## src/sv/gmp_pkg.sv

```systemverilog
// ----------------------------------------------------------------------------
// gmp_pkg
// Shared types, widths, register codes and state encoding for the grid
// membership preflight block.
// ----------------------------------------------------------------------------
package gmp_pkg;

   // Width of the running total of cell memberships.
   localparam int TOTAL_BITS = 48;

   localparam int EDGE_W     = 64;  // box edge and cell index width
   localparam int CELL_W     = 32;  // per-box cell count and 32-bit registers
   localparam int LIMIT_W    = 48;  // max_total_cells register
   localparam int OUT_TOT_W  = 48;  // total_cells result field
   localparam int STATUS_W   = 3;

   // Total compare is done one bit wider than anything it sees.
   localparam int CMP_W = ((TOTAL_BITS > LIMIT_W) ? TOTAL_BITS : LIMIT_W) + 1;

   localparam int DIV_CNT_W = $clog2(EDGE_W);
   localparam int MUL_CNT_W = $clog2(CELL_W);

   localparam int EDGE_CNT = 4;
   localparam int EDGE_IDX_W = $clog2(EDGE_CNT);
   localparam logic [EDGE_IDX_W-1:0] LAST_EDGE = EDGE_IDX_W'(EDGE_CNT - 1);

   // Configuration port.
   localparam int DATA_W   = 64;
   localparam int ADDR_LSB = 3;
   localparam int ADDR_W   = ADDR_LSB + 2;

   localparam logic [CELL_W-1:0]  PITCH_RESET       = CELL_W'(128);
   localparam logic [CELL_W-1:0]  ENLARGEMENT_RESET = '0;
   localparam logic [CELL_W-1:0]  MAX_BOX_RESET     = CELL_W'(64);
   localparam logic [LIMIT_W-1:0] MAX_TOTAL_RESET   = LIMIT_W'(16000000);

   typedef enum logic [1:0] {
      REG_PITCH       = 2'd0,
      REG_ENLARGEMENT = 2'd1,
      REG_MAX_BOX     = 2'd2,
      REG_MAX_TOTAL   = 2'd3
   } reg_index_type;

   typedef enum logic [STATUS_W-1:0] {
      STATUS_OK          = 3'd0,
      STATUS_BAD_BOX     = 3'd1,
      STATUS_BOX_LIMIT   = 3'd2,
      STATUS_TOTAL_LIMIT = 3'd3,
      STATUS_BAD_CONFIG  = 3'd4
   } status_type;

   typedef struct packed {
      logic [CELL_W-1:0]  grid_pitch;
      logic [CELL_W-1:0]  enlargement;
      logic [CELL_W-1:0]  max_cells_per_box;
      logic [LIMIT_W-1:0] max_total_cells;
   } cfg_type;

   typedef enum logic [3:0] {
      ST_IDLE,
      ST_CHECK_X,
      ST_CHECK_Y,
      ST_GROW,
      ST_DIV,
      ST_SPAN_X,
      ST_SPAN_Y,
      ST_LIMIT,
      ST_MUL,
      ST_PRODUCT,
      ST_TOTAL,
      ST_FINISH
   } state_type;

endpackage

```

## src/sv/gmp_req_if.sv

```systemverilog
// ----------------------------------------------------------------------------
// gmp_req_if
// Input channel: one box with its last-of-run flag per word.
// ----------------------------------------------------------------------------
interface gmp_req_if import gmp_pkg::*; ();
   logic                     valid;
   logic                     ready;
   logic signed [EDGE_W-1:0] box_left;
   logic signed [EDGE_W-1:0] box_bottom;
   logic signed [EDGE_W-1:0] box_right;
   logic signed [EDGE_W-1:0] box_top;
   logic                     last_box;

   modport source (
      output valid, box_left, box_bottom, box_right, box_top, last_box,
      input  ready
   );
   modport sink (
      input  valid, box_left, box_bottom, box_right, box_top, last_box,
      output ready
   );
endinterface

```

## src/sv/gmp_rsp_if.sv

```systemverilog
// ----------------------------------------------------------------------------
// gmp_rsp_if
// Result channel: cell count, running total and status per word.
// ----------------------------------------------------------------------------
interface gmp_rsp_if import gmp_pkg::*; ();
   logic                 valid;
   logic                 ready;
   logic [CELL_W-1:0]    box_cells;
   logic [OUT_TOT_W-1:0] total_cells;
   logic [STATUS_W-1:0]  fit_status;
   logic                 last_result;

   modport source (
      output valid, box_cells, total_cells, fit_status, last_result,
      input  ready
   );
   modport sink (
      input  valid, box_cells, total_cells, fit_status, last_result,
      output ready
   );
endinterface

```

## src/sv/gmp_csr.sv

```systemverilog
// ----------------------------------------------------------------------------
// gmp_csr
// Register file behind the APB-style configuration port.
// ----------------------------------------------------------------------------
module gmp_csr import gmp_pkg::*; (
   input  logic              clock,
   input  logic              reset,
   input  logic              psel,
   input  logic              penable,
   input  logic              pwrite,
   input  logic [ADDR_W-1:0] paddr,
   input  logic [DATA_W-1:0] pwdata,
   output logic [DATA_W-1:0] prdata,
   output logic              pready,
   output cfg_type           cfg
);

   cfg_type       cfg_ff;
   cfg_type       cfg_in;
   reg_index_type index;
   logic          write_en;

   assign pready   = 1'b1;
   assign index    = reg_index_type'(paddr[ADDR_W-1:ADDR_LSB]);
   assign write_en = psel && penable && pwrite;
   assign cfg      = cfg_ff;

   always_comb begin
      cfg_in = cfg_ff;
      if (write_en) begin
         case (index)
            REG_PITCH:       cfg_in.grid_pitch        = pwdata[CELL_W-1:0];
            REG_ENLARGEMENT: cfg_in.enlargement       = pwdata[CELL_W-1:0];
            REG_MAX_BOX:     cfg_in.max_cells_per_box = pwdata[CELL_W-1:0];
            REG_MAX_TOTAL:   cfg_in.max_total_cells   = pwdata[LIMIT_W-1:0];
            default:         cfg_in = cfg_ff;
         endcase
      end
   end

   always_comb begin
      case (index)
         REG_PITCH:       prdata = DATA_W'(cfg_ff.grid_pitch);
         REG_ENLARGEMENT: prdata = DATA_W'(cfg_ff.enlargement);
         REG_MAX_BOX:     prdata = DATA_W'(cfg_ff.max_cells_per_box);
         REG_MAX_TOTAL:   prdata = DATA_W'(cfg_ff.max_total_cells);
         default:         prdata = '0;
      endcase
   end

   always_ff @(posedge clock) begin
      if (reset) begin
         cfg_ff.grid_pitch        <= PITCH_RESET;
         cfg_ff.enlargement       <= ENLARGEMENT_RESET;
         cfg_ff.max_cells_per_box <= MAX_BOX_RESET;
         cfg_ff.max_total_cells   <= MAX_TOTAL_RESET;
      end else begin
         cfg_ff <= cfg_in;
      end
   end

endmodule

```

## src/sv/gmp_divider.sv

```systemverilog
// ----------------------------------------------------------------------------
// gmp_divider
// Bit-serial restoring divider: unsigned 64-bit dividend by a nonzero 32-bit
// divisor, one quotient bit per cycle.
// ----------------------------------------------------------------------------
module gmp_divider import gmp_pkg::*; (
   input  logic              clock,
   input  logic              reset,
   input  logic              start,
   input  logic [EDGE_W-1:0] dividend,
   input  logic [CELL_W-1:0] divisor,
   output logic              done,
   output logic [EDGE_W-1:0] quotient
);

   logic                 busy_ff, busy_in;
   logic                 done_ff, done_in;
   logic [DIV_CNT_W-1:0] cnt_ff, cnt_in;
   logic [CELL_W-1:0]    rem_ff, rem_in;
   logic [EDGE_W-1:0]    quo_ff, quo_in;
   logic [CELL_W-1:0]    dsr_ff, dsr_in;
   logic [CELL_W:0]      shifted;
   logic [CELL_W:0]      diff;
   logic                 fits;

   // The quotient register shifts out dividend bits at the top while the
   // quotient bits enter at the bottom.
   assign shifted = {rem_ff, quo_ff[EDGE_W-1]};
   assign diff    = shifted - {1'b0, dsr_ff};
   assign fits    = shifted >= {1'b0, dsr_ff};

   assign done     = done_ff;
   assign quotient = quo_ff;

   always_comb begin
      busy_in = busy_ff;
      done_in = 1'b0;
      cnt_in  = cnt_ff;
      rem_in  = rem_ff;
      quo_in  = quo_ff;
      dsr_in  = dsr_ff;
      if (start) begin
         busy_in = 1'b1;
         cnt_in  = '0;
         rem_in  = '0;
         quo_in  = dividend;
         dsr_in  = divisor;
      end else if (busy_ff) begin
         rem_in = fits ? diff[CELL_W-1:0] : shifted[CELL_W-1:0];
         quo_in = {quo_ff[EDGE_W-2:0], fits};
         cnt_in = cnt_ff + 1'b1;
         if (cnt_ff == DIV_CNT_W'(EDGE_W - 1)) begin
            busy_in = 1'b0;
            done_in = 1'b1;
         end
      end
   end

   always_ff @(posedge clock) begin
      if (reset) begin
         busy_ff <= 1'b0;
         done_ff <= 1'b0;
         cnt_ff  <= '0;
      end else begin
         busy_ff <= busy_in;
         done_ff <= done_in;
         cnt_ff  <= cnt_in;
      end
      rem_ff <= rem_in;
      quo_ff <= quo_in;
      dsr_ff <= dsr_in;
   end

endmodule

```

## src/sv/gmp_multiplier.sv

```systemverilog
// ----------------------------------------------------------------------------
// gmp_multiplier
// Shift-add multiplier: 32 by 32 bits unsigned, one multiplier bit per cycle.
// ----------------------------------------------------------------------------
module gmp_multiplier import gmp_pkg::*; (
   input  logic                clock,
   input  logic                reset,
   input  logic                start,
   input  logic [CELL_W-1:0]   mul_a,
   input  logic [CELL_W-1:0]   mul_b,
   output logic                done,
   output logic [2*CELL_W-1:0] product
);

   logic                 busy_ff, busy_in;
   logic                 done_ff, done_in;
   logic [MUL_CNT_W-1:0] cnt_ff, cnt_in;
   logic [CELL_W-1:0]    a_ff, a_in;
   logic [CELL_W-1:0]    b_ff, b_in;
   logic [2*CELL_W-1:0]  acc_ff, acc_in;
   logic [CELL_W:0]      upper_sum;

   // Add into the upper half, then shift the whole accumulator right.
   assign upper_sum = {1'b0, acc_ff[2*CELL_W-1:CELL_W]} +
                      (a_ff[0] ? {1'b0, b_ff} : '0);

   assign done    = done_ff;
   assign product = acc_ff;

   always_comb begin
      busy_in = busy_ff;
      done_in = 1'b0;
      cnt_in  = cnt_ff;
      a_in    = a_ff;
      b_in    = b_ff;
      acc_in  = acc_ff;
      if (start) begin
         busy_in = 1'b1;
         cnt_in  = '0;
         a_in    = mul_a;
         b_in    = mul_b;
         acc_in  = '0;
      end else if (busy_ff) begin
         acc_in = {upper_sum, acc_ff[CELL_W-1:1]};
         a_in   = a_ff >> 1;
         cnt_in = cnt_ff + 1'b1;
         if (cnt_ff == MUL_CNT_W'(CELL_W - 1)) begin
            busy_in = 1'b0;
            done_in = 1'b1;
         end
      end
   end

   always_ff @(posedge clock) begin
      if (reset) begin
         busy_ff <= 1'b0;
         done_ff <= 1'b0;
         cnt_ff  <= '0;
      end else begin
         busy_ff <= busy_in;
         done_ff <= done_in;
         cnt_ff  <= cnt_in;
      end
      a_ff   <= a_in;
      b_ff   <= b_in;
      acc_ff <= acc_in;
   end

endmodule

```

## src/sv/grid_membership_preflight.sv

```systemverilog
// ----------------------------------------------------------------------------
// grid_membership_preflight
// Bins boxes onto a uniform grid and checks cell counts against limits.
// ----------------------------------------------------------------------------
// Each input word is one box. The box is grown by the enlargement margin, its
// edges are floor-divided by the grid pitch on a single bit-serial
// divider, and the cell spans are multiplied on a bit-serial multiplier. One
// box is in work at a time: after the config and edge order are checked, each
// edge in turn is grown and divided; the spans are then checked against the
// box limit, multiplied, checked again and added to the running total under
// the total limit. A box that fails early, or arrives while a failure is
// sticky, skips the remaining steps. A finished result waits in an output
// register, so the next box is accepted while it is still pending. The
// status holds its first failure until the box marked last, whose result
// carries the values before the running total and status return to zero.
// ----------------------------------------------------------------------------
module grid_membership_preflight import gmp_pkg::*; (
   input  logic              clock,
   input  logic              reset,
   gmp_req_if.sink           req_ch,
   gmp_rsp_if.source         rsp_ch,
   input  logic              psel,
   input  logic              penable,
   input  logic              pwrite,
   input  logic [ADDR_W-1:0] paddr,
   input  logic [DATA_W-1:0] pwdata,
   output logic [DATA_W-1:0] prdata,
   output logic              pready
);

   cfg_type cfg;

   state_type state_ff, state_in;

   logic signed [EDGE_W-1:0] edge_ff [EDGE_CNT];
   logic signed [EDGE_W-1:0] edge_in [EDGE_CNT];
   logic [EDGE_W-1:0]        quo_ff  [EDGE_CNT];
   logic [EDGE_W-1:0]        quo_in  [EDGE_CNT];
   logic                     last_ff, last_in;
   logic [EDGE_IDX_W-1:0]    edge_idx_ff, edge_idx_in;
   logic                     neg_ff, neg_in;
   logic                     span_bad_ff, span_bad_in;
   logic [EDGE_W-1:0]        dx_ff, dx_in;
   logic [EDGE_W-1:0]        dy_ff, dy_in;
   logic [CELL_W-1:0]        cells_ff, cells_in;
   logic [TOTAL_BITS-1:0]    running_ff, running_in;
   status_type               sticky_ff, sticky_in;

   logic                 rsp_valid_ff, rsp_valid_in;
   logic [CELL_W-1:0]    rsp_cells_ff, rsp_cells_in;
   logic [OUT_TOT_W-1:0] rsp_total_ff, rsp_total_in;
   status_type           rsp_status_ff, rsp_status_in;
   logic                 rsp_last_ff, rsp_last_in;

   logic                accept;
   logic                out_free;
   logic                cfg_bad;
   logic                x_inverted;
   logic                y_inverted;
   logic [EDGE_W:0]     grow_base;
   logic [EDGE_W:0]     grown;
   logic                grow_ovf;
   logic [EDGE_W-1:0]   grown_mag;
   logic [EDGE_W-1:0]   dx;
   logic [EDGE_W-1:0]   dy;
   logic [EDGE_W-1:0]   box_limit;
   logic                span_over;
   logic                product_over;
   logic [CMP_W-1:0]    run_ext;
   logic [CMP_W-1:0]    sum_ext;
   logic [CMP_W-1:0]    total_limit;
   logic                total_over;

   logic                div_start;
   logic                div_done;
   logic [EDGE_W-1:0]   div_quot;
   logic                mul_start;
   logic                mul_done;
   logic [2*CELL_W-1:0] mul_prod;
   logic [CELL_W-1:0]   mul_a;
   logic [CELL_W-1:0]   mul_b;

   gmp_csr u_csr (
      .clock   (clock),
      .reset   (reset),
      .psel    (psel),
      .penable (penable),
      .pwrite  (pwrite),
      .paddr   (paddr),
      .pwdata  (pwdata),
      .prdata  (prdata),
      .pready  (pready),
      .cfg     (cfg)
   );

   gmp_divider u_divider (
      .clock    (clock),
      .reset    (reset),
      .start    (div_start),
      .dividend (grown_mag),
      .divisor  (cfg.grid_pitch),
      .done     (div_done),
      .quotient (div_quot)
   );

   gmp_multiplier u_multiplier (
      .clock   (clock),
      .reset   (reset),
      .start   (mul_start),
      .mul_a   (mul_a),
      .mul_b   (mul_b),
      .done    (mul_done),
      .product (mul_prod)
   );

   assign req_ch.ready = (state_ff == ST_IDLE);
   assign accept       = req_ch.valid && (state_ff == ST_IDLE);
   assign out_free     = !rsp_valid_ff || rsp_ch.ready;

   assign rsp_ch.valid       = rsp_valid_ff;
   assign rsp_ch.box_cells   = rsp_cells_ff;
   assign rsp_ch.total_cells = rsp_total_ff;
   assign rsp_ch.fit_status  = rsp_status_ff;
   assign rsp_ch.last_result = rsp_last_ff;

   assign cfg_bad = (cfg.grid_pitch == '0) || (cfg.max_cells_per_box == '0) ||
                    (cfg.max_total_cells == '0);
   assign x_inverted = edge_ff[0] > edge_ff[1];
   assign y_inverted = edge_ff[2] > edge_ff[3];

   // Odd edge positions (right, top) grow upward, even ones downward. The
   // grown edge is kept one bit wider so that leaving the signed range shows.
   assign grow_base = {edge_ff[0][EDGE_W-1], edge_ff[0]};
   assign grown     = edge_idx_ff[0] ? grow_base + (EDGE_W+1)'(cfg.enlargement)
                                     : grow_base - (EDGE_W+1)'(cfg.enlargement);
   assign grow_ovf  = grown[EDGE_W] != grown[EDGE_W-1];

   // floor(v / d) for negative v equals the complement of (~v) / d, so the
   // divider only ever sees a nonnegative dividend.
   assign grown_mag = grown[EDGE_W-1] ? ~grown[EDGE_W-1:0] : grown[EDGE_W-1:0];

   assign dx        = quo_ff[1] - quo_ff[0];
   assign dy        = quo_ff[3] - quo_ff[2];
   assign box_limit = EDGE_W'(cfg.max_cells_per_box);

   // A span of dx cells' difference means dx + 1 cells, so dx >= limit is over.
   assign span_over    = (dx_ff >= box_limit) || (dy_ff >= box_limit);
   assign mul_a        = dx_ff[CELL_W-1:0] + 1'b1;
   assign mul_b        = dy_ff[CELL_W-1:0] + 1'b1;
   assign product_over = mul_prod > box_limit;

   assign run_ext     = CMP_W'(running_ff);
   assign sum_ext     = run_ext + CMP_W'(cells_ff);
   assign total_limit = CMP_W'(cfg.max_total_cells);
   assign total_over  = (run_ext > total_limit) || (sum_ext > total_limit);

   // Next state.
   always_comb begin
      state_in = state_ff;
      case (state_ff)
         ST_IDLE: begin
            if (accept) begin
               state_in = (sticky_ff != STATUS_OK) ? ST_FINISH : ST_CHECK_X;
            end
         end
         ST_CHECK_X: begin
            state_in = (cfg_bad || x_inverted) ? ST_FINISH : ST_CHECK_Y;
         end
         ST_CHECK_Y: begin
            state_in = y_inverted ? ST_FINISH : ST_GROW;
         end
         ST_GROW: begin
            state_in = grow_ovf ? ST_FINISH : ST_DIV;
         end
         ST_DIV: begin
            if (div_done) begin
               state_in = (edge_idx_ff == LAST_EDGE) ? ST_SPAN_X : ST_GROW;
            end
         end
         ST_SPAN_X: state_in = ST_SPAN_Y;
         ST_SPAN_Y: begin
            state_in = (span_bad_ff || (&dy)) ? ST_FINISH : ST_LIMIT;
         end
         ST_LIMIT: begin
            state_in = span_over ? ST_FINISH : ST_MUL;
         end
         ST_MUL: begin
            if (mul_done) begin
               state_in = ST_PRODUCT;
            end
         end
         ST_PRODUCT: begin
            state_in = product_over ? ST_FINISH : ST_TOTAL;
         end
         ST_TOTAL:  state_in = ST_FINISH;
         ST_FINISH: begin
            if (out_free) begin
               state_in = ST_IDLE;
            end
         end
         default: state_in = ST_IDLE;
      endcase
   end

   // Datapath and unit controls.
   always_comb begin
      edge_in       = edge_ff;
      quo_in        = quo_ff;
      last_in       = last_ff;
      edge_idx_in   = edge_idx_ff;
      neg_in        = neg_ff;
      span_bad_in   = span_bad_ff;
      dx_in         = dx_ff;
      dy_in         = dy_ff;
      cells_in      = cells_ff;
      running_in    = running_ff;
      sticky_in     = sticky_ff;
      rsp_valid_in  = rsp_valid_ff && !rsp_ch.ready;
      rsp_cells_in  = rsp_cells_ff;
      rsp_total_in  = rsp_total_ff;
      rsp_status_in = rsp_status_ff;
      rsp_last_in   = rsp_last_ff;
      div_start     = 1'b0;
      mul_start     = 1'b0;

      case (state_ff)
         ST_IDLE: begin
            if (accept) begin
               edge_in[0]  = req_ch.box_left;
               edge_in[1]  = req_ch.box_right;
               edge_in[2]  = req_ch.box_bottom;
               edge_in[3]  = req_ch.box_top;
               last_in     = req_ch.last_box;
               edge_idx_in = '0;
               cells_in    = '0;
            end
         end
         ST_CHECK_X: begin
            if (cfg_bad) begin
               sticky_in = STATUS_BAD_CONFIG;
            end else if (x_inverted) begin
               sticky_in = STATUS_BAD_BOX;
            end
         end
         ST_CHECK_Y: begin
            if (y_inverted) begin
               sticky_in = STATUS_BAD_BOX;
            end
         end
         ST_GROW: begin
            if (grow_ovf) begin
               sticky_in = STATUS_BAD_BOX;
            end else begin
               div_start = 1'b1;
               neg_in    = grown[EDGE_W-1];
               for (int i = 0; i < EDGE_CNT - 1; i++) begin
                  edge_in[i] = edge_ff[i+1];
               end
            end
         end
         ST_DIV: begin
            // Quotients enter at the top; after the last edge the order is
            // x0, x1, y0, y1 from the bottom.
            if (div_done) begin
               for (int i = 0; i < EDGE_CNT - 1; i++) begin
                  quo_in[i] = quo_ff[i+1];
               end
               quo_in[EDGE_CNT-1] = neg_ff ? ~div_quot : div_quot;
               edge_idx_in        = edge_idx_ff + 1'b1;
            end
         end
         ST_SPAN_X: begin
            dx_in       = dx;
            span_bad_in = &dx;
         end
         ST_SPAN_Y: begin
            dy_in = dy;
            if (span_bad_ff || (&dy)) begin
               sticky_in = STATUS_BAD_BOX;
            end
         end
         ST_LIMIT: begin
            if (span_over) begin
               sticky_in = STATUS_BOX_LIMIT;
            end else begin
               mul_start = 1'b1;
            end
         end
         ST_MUL: begin
         end
         ST_PRODUCT: begin
            if (product_over) begin
               sticky_in = STATUS_BOX_LIMIT;
            end else begin
               cells_in = mul_prod[CELL_W-1:0];
            end
         end
         ST_TOTAL: begin
            if (total_over) begin
               sticky_in = STATUS_TOTAL_LIMIT;
               cells_in  = '0;
            end else begin
               running_in = sum_ext[TOTAL_BITS-1:0];
            end
         end
         ST_FINISH: begin
            if (out_free) begin
               rsp_valid_in  = 1'b1;
               rsp_cells_in  = cells_ff;
               rsp_total_in  = run_ext[OUT_TOT_W-1:0];
               rsp_status_in = sticky_ff;
               rsp_last_in   = last_ff;
               if (last_ff) begin
                  running_in = '0;
                  sticky_in  = STATUS_OK;
               end
            end
         end
         default: begin
         end
      endcase
   end

   always_ff @(posedge clock) begin
      if (reset) begin
         state_ff     <= ST_IDLE;
         running_ff   <= '0;
         sticky_ff    <= STATUS_OK;
         rsp_valid_ff <= 1'b0;
      end else begin
         state_ff     <= state_in;
         running_ff   <= running_in;
         sticky_ff    <= sticky_in;
         rsp_valid_ff <= rsp_valid_in;
      end
      edge_ff       <= edge_in;
      quo_ff        <= quo_in;
      last_ff       <= last_in;
      edge_idx_ff   <= edge_idx_in;
      neg_ff        <= neg_in;
      span_bad_ff   <= span_bad_in;
      dx_ff         <= dx_in;
      dy_ff         <= dy_in;
      cells_ff      <= cells_in;
      rsp_cells_ff  <= rsp_cells_in;
      rsp_total_ff  <= rsp_total_in;
      rsp_status_ff <= rsp_status_in;
      rsp_last_ff   <= rsp_last_in;
   end

endmodule

```

## src/flat_wrapper.sv

```systemverilog
// flat-port wrapper written by rule: the top's interface ports become plain ports
module grid_membership_preflight_flat import gmp_pkg::*;
  (clock, reset, psel, penable, pwrite, paddr, pwdata, prdata, pready, req_ch_valid, req_ch_box_left, req_ch_box_bottom, req_ch_box_right, req_ch_box_top, req_ch_last_box, req_ch_ready, rsp_ch_valid, rsp_ch_box_cells, rsp_ch_total_cells, rsp_ch_fit_status, rsp_ch_last_result, rsp_ch_ready);
  gmp_req_if req_ch_i ();
  gmp_rsp_if rsp_ch_i ();
  input  logic clock;
  input  logic reset;
  input  logic psel;
  input  logic penable;
  input  logic pwrite;
  input  logic [ADDR_W-1:0] paddr;
  input  logic [DATA_W-1:0] pwdata;
  output logic [DATA_W-1:0] prdata;
  output logic pready;
  input wire logic [$bits(req_ch_i.valid)-1:0] req_ch_valid;
  input wire logic [$bits(req_ch_i.box_left)-1:0] req_ch_box_left;
  input wire logic [$bits(req_ch_i.box_bottom)-1:0] req_ch_box_bottom;
  input wire logic [$bits(req_ch_i.box_right)-1:0] req_ch_box_right;
  input wire logic [$bits(req_ch_i.box_top)-1:0] req_ch_box_top;
  input wire logic [$bits(req_ch_i.last_box)-1:0] req_ch_last_box;
  output wire logic [$bits(req_ch_i.ready)-1:0] req_ch_ready;
  output wire logic [$bits(rsp_ch_i.valid)-1:0] rsp_ch_valid;
  output wire logic [$bits(rsp_ch_i.box_cells)-1:0] rsp_ch_box_cells;
  output wire logic [$bits(rsp_ch_i.total_cells)-1:0] rsp_ch_total_cells;
  output wire logic [$bits(rsp_ch_i.fit_status)-1:0] rsp_ch_fit_status;
  output wire logic [$bits(rsp_ch_i.last_result)-1:0] rsp_ch_last_result;
  input wire logic [$bits(rsp_ch_i.ready)-1:0] rsp_ch_ready;
  assign req_ch_i.valid = req_ch_valid;
  assign req_ch_i.box_left = req_ch_box_left;
  assign req_ch_i.box_bottom = req_ch_box_bottom;
  assign req_ch_i.box_right = req_ch_box_right;
  assign req_ch_i.box_top = req_ch_box_top;
  assign req_ch_i.last_box = req_ch_last_box;
  assign req_ch_ready = req_ch_i.ready;
  assign rsp_ch_valid = rsp_ch_i.valid;
  assign rsp_ch_box_cells = rsp_ch_i.box_cells;
  assign rsp_ch_total_cells = rsp_ch_i.total_cells;
  assign rsp_ch_fit_status = rsp_ch_i.fit_status;
  assign rsp_ch_last_result = rsp_ch_i.last_result;
  assign rsp_ch_i.ready = rsp_ch_ready;
  grid_membership_preflight u_core (.clock(clock), .reset(reset), .req_ch(req_ch_i), .rsp_ch(rsp_ch_i), .psel(psel), .penable(penable), .pwrite(pwrite), .paddr(paddr), .pwdata(pwdata), .prdata(prdata), .pready(pready));
endmodule
```

## config.mk

```make
export PLATFORM = sky130hd
export DESIGN_NAME = grid_membership_preflight_flat
export DESIGN_NICKNAME = d
export VERILOG_FILES = /design/src/sv/gmp_pkg.sv /design/src/sv/gmp_req_if.sv /design/src/sv/gmp_rsp_if.sv /design/src/sv/gmp_csr.sv /design/src/sv/gmp_divider.sv /design/src/sv/gmp_multiplier.sv /design/src/sv/grid_membership_preflight.sv /design/src/flat_wrapper.sv
export SDC_FILE = /design/constraint.sdc
export NUM_CORES = 2
export LEC_CHECK = 0
export ABC_AREA = 1
export BUFFER_PORTS_ARGS = -buffer_cell sky130_fd_sc_hd__buf_2
export CELL_PAD_IN_SITES_DETAIL_PLACEMENT = 1
export CELL_PAD_IN_SITES_GLOBAL_PLACEMENT = 1
export CORE_MARGIN = 2
export CORE_UTILIZATION = 51
export DETAILED_ROUTE_END_ITERATION = 8
export PLACE_DENSITY_LB_ADDON = 0.25
export SLEW_MARGIN = 10
export SYNTH_ARGS = -nofsm -noshare
export SYNTH_HDL_FRONTEND = slang
export SYNTH_SLANG_ARGS = --single-unit
```

## constraint.sdc

```tcl
create_clock -name clock -period 28.9 [get_ports clock]
set_clock_uncertainty 0.15 [all_clocks]
set_input_delay 7.225 -clock clock [delete_from_list [all_inputs] [get_ports clock]]
set_output_delay 7.225 -clock clock [all_outputs]
set_load 0.02 [all_outputs]
```

==> impl_metrics.json <==
{
  "peak_supply_drop_uv": 94.8,
  "numPortBuffers": 447,
  "place_congestion": 0.968,
  "crit_path_cell_trace": "buf_2 -> nand2_2 -> o2111ai_1 -> buf_2",
  "combPwrFrac_pct": 35.3,
  "synthArstFlopShare_pct": 0,
  "reg2reg_to": "u_core.edge_ff[162]",
  "place.detailed.hpwl_um": 208000,
  "ff2ff_setup_slack_ns": 20.95,
  "number_of_optimization_iterations_in_the_first_detailed_route_pass": 5,
  "internal-power_uw": 4070,
  "clock_period_minus_final_worst_setup_slack_ns": 16.35,
  "clock_tree.root_cell": "clkbuf_16",
  "floorplan.die_area_sq_um": 151000,
  "syn_area_per_cell_sq_um": 8.25,
  "via_count": 66900,
  "postCtsSetupBuffers": 0,
  "synth-edff-count": 921,
  "run_status": "finished clean",
  "numClockSinks": 1232,
  "critical-path-slowest-cell": "o2111ai_1",
  "yosysWarningCount": 0,
  "max_cap_violations": 0,
  "reg2regPathDepth": 30,
  "chipHeight_um": 389,
  "cts_tree": "yes",
  "die_width_um": 389,
  "cts_hold_buf": 0,
  "worst_path_arrival_ns": 8.97,
  "fillCellCount": 17900,
  "timing.critical_path.slowest_cell_delay_ns": 0.74,
  "grt_antenna_before_repair": 61,
  "finalCritPeriodShare_pct": 56.6,
  "synthesis.area_sq_um": 75700,
  "drtAntennaViolNets": 0,
  "post_dp_cell_area_sq_um": 79800,
  "netlist-cell-type-count": 68,
  "critical_path_peak_fanout": 49,
  "cts_inserted_buffers": 140,
  "grt_start_max_net_pins": 177,
  "power_switching_share_pct": 38.5,
  "yosys_register_bits": 1232,
  "max_freq_ghz": 0.0612,
  "remaining_drc_errors": 0,
  "fp-row-count": 141,
  "grt_setup_unrepaired": "false",
  "post_route_cell_area_sq_um": 84500,
  "worst-endpoint-required_ns": 21.53,
  "slew_violations": 0,
  "clkTransAtPathRegs_ns": 0.06,
  "via_count_of_the_first_global_routing_pass": 69800,
  "crit_path_start_kind": "input port",
  "report.final.hold_viol_count": 0,
  "drt_first_iter_violations": 4341,
  "start_point_of_the_worst_hold_path": "u_core.quo_ff[143]",
  "worst_setup_path_class": "in2out",
  "initial_standard_cell_utilization_of_the_core_pct": 51.3,
  "wire_length_of_the_first_global_routing_pass_um": 402000,
  "grt.overflow.total": 0,
  "finalSetupTns_ns": 0,
  "timing.hold.worst_path_depth": 0,
  "powerDensity_nw_per_um2": 78.3,
  "area_growth_syn_to_layout_pct": 11.7,
  "insertion_delay_ns": 0.80,
  "end_kind": "output pin",
  "min-delay-path-class": "reg2reg",
  "grtUsageTotal_pct": 34.4,
  "cts.path.max_buffers": 3,
  "io_pins": 484,
  "whs_endpoint": "u_core.quo_ff[207]",
  "ys_seq_area_share_pct": 44.8,
  "routed_via_density": 5.73,
  "post_route_cells_drive_above_1_share_pct": 7.83,
  "post_syn_instances": 9169,
  "leakagePower_uw": 0.0384,
  "num-nets-final": 10600,
  "design.core.area_sq_um": 147000,
  "relative_contribution_of_sequential_cells_to_total_power_pct": 37.3,
  "clockPowerShare_pct": 27.4,
  "wire_length_per_cell_um": 22.9,
  "setup-violations-final": 0,
  "cts_resized": 0,
  "tightestPinTransition_ns": 1.27,
  "worst_setup_slack_final_ns": 12.55,
  "timing.rr.start": "u_core.u_csr.cfg[80]",
  "dp_worst_setup_slack_ns": 12.65,
  "timing.slew.headroom_pct": 15.6,
  "synth-main-ff-cell": "edfxtp_1",
  "p_sw_uw": 2550,
  "htreeDepth": 4,
  "wirelength_um": 267000,
  "timing.critical_path.mode_cell": "buf_2"
}
[stage by stage]
step	std cells	util, %	hold WS [ns]	power [uW]
after floorplan	9184	-	0.276	4040
after global placement	11400	54.1	0.282	4610
after detailed placement	11400	54.1	0.289	4750
after CTS	11600	57.2	0.298	6600
after global routing	11700	57.3	0.317	6970
final	11700	57.3	0.294	6620
[flip-flops by register name, summed over array words and instances (netlist names), 2 cells and up]
signal and count:
u_core.quo_ff 256, u_core.dx_ff 64, u_core.cells_ff 32, u_core.u_divider.dsr_ff 32, u_core.u_csr.cfg 144, u_core.u_divider.quotient 64
u_core.u_divider.rem_ff 32, u_core.u_multiplier.a_ff 32, u_core.u_multiplier.product 64, u_core.rsp_ch.box_cells 32, u_core.u_multiplier.cnt_ff 5, u_core.sticky_ff 3
u_core.u_divider.cnt_ff 6, u_core.state_ff 4, u_core.rsp_ch.total_cells 48, u_core.edge_ff 256, u_core.u_multiplier.b_ff 32, u_core.rsp_ch.fit_status 3
u_core.dy_ff 64, u_core.running_ff 48, u_core.edge_idx_ff 2
[per-layer routing]
layer	up-vias	GRT usage [%]	routed length, um
li1	31500	-	-
met1	32800	43.1	111000
met2	2003	57.9	127000
met3	590	6.11	15900
met4	30	15.9	12600
met5	-	0	192
[cell type report]
class	instances	area, sq um	area share [%]
multi-input combinational	6362	35800	42.3
clock inverter	70	713	0.844
antenna	44	110	0.130
sequential	1232	33900	40.1
inverter	1374	5170	6.11
clock buffer	184	3910	4.62
timing repair buffer	487	2550	3.02
tap	1930	2410	2.86
[worst max path at each step]
stage / slack [ns] / depth (start not counted) / to / start
final: 12.55 / 4 / prdata[20] / paddr[3]
after global routing: 12.44 / 4 / prdata[20] / paddr[3]
after CTS: 12.64 / 4 / prdata[17] / paddr[3]
after detailed placement: 12.65 / 4 / prdata[17] / paddr[3]
after global placement: 12.65 / 4 / prdata[17] / paddr[3]
after floorplan: 13.35 / 4 / prdata[27] / paddr[3]
[synth_stat cells (9+ instances only)]
| library cell | n | area (sq um) |
|---|---|---|
| nand2_1 | 2194 | 8240 |
| inv_1 | 1368 | 5130 |
| edfxtp_1 | 921 | 27700 |
| nor2_1 | 832 | 3120 |
| a21oi_1 | 706 | 3530 |
| ha_1 | 614 | 7680 |
| o21ai_0 | 599 | 3000 |
| dfxtp_1 | 311 | 6230 |
| xor2_1 | 310 | 2720 |
| nand3_1 | 266 | 1330 |
| clkbuf_1 | 154 | 578 |
| nand4_1 | 128 | 801 |
| xnor2_1 | 87 | 762 |
| nor3_1 | 76 | 380 |
| a22o_1 | 65 | 569 |
| nor4_1 | 60 | 375 |
| a31oi_1 | 57 | 357 |
| a211oi_1 | 46 | 345 |
| o211ai_1 | 38 | 285 |
| o2111ai_1 | 34 | 298 |
| o21bai_1 | 33 | 248 |
| a21o_1 | 30 | 225 |
| o21a_1 | 28 | 210 |
| buf_2 | 26 | 130 |
| buf_4 | 25 | 188 |
| nand3b_1 | 18 | 135 |
| or2_2 | 17 | 106 |
| a21boi_0 | 14 | 105 |
| and3_1 | 9 | 56.3 |
| nand2_2 | 9 | 56.3 |
[placed cells by master (no fill, tap or decap), types with 18 or more instances in the layout]
cell       instances
a31oi_1           57
edfxtp_1         921
o211ai_1          38
xnor2_1           87
nand2_1         2191
dfxtp_1          310
clkbuf_1          27
a211oi_1          46
xor2_1           310
clkinv_2          23
buf_4             39
nor3_1            76
nand3b_1          18
o21bai_1          33
clkbuf_16        146
buf_2            447
nand3_1          266
a22o_1            65
nand4_1          128
nor4_1            60
nor2_1           822
clkinv_1          26
o2111ai_1         34
inv_1           1365
o21a_1            28
ha_1             614
diode_2           44
a21oi_1          706
o21ai_0          599
a21o_1            30
[power groups by stage]
stage	logic [uW]	registers (uW)	clock network, uW
5_1_grt	2590	2480	1890
4_1_cts	2310	2460	1830
3_5_place_dp	2270	2490	0
6_report	2340	2470	1810
3_3_place_gp	2140	2470	0
2_1_floorplan	1620	2420	0
[worst max-delay path, delay by kind of cell]
family | cells | cell delay, ns
buffers and inverters | 2 | 0.40
AND/OR/NAND/NOR | 1 | 0.57
AO/OA/AOI/OAI | 1 | 0.74
[cell families (layout without fill, tap and decap cells)]
logic type | count (synthesis) | count (layout) | share of synthesized area, %
compound gates | 1688 | 1688 | 12.6
simple gates | 3640 | 3640 | 19.7
buf+inv | 1590 | 2115 | 8.09
fa+ha+maj | 620 | 620 | 10.3
other cells | 2 | 61 | 0.00993
flops | 1232 | 1232 | 44.8
xor+xnor | 397 | 397 | 4.60
Power figures use the tool's default switching activity.
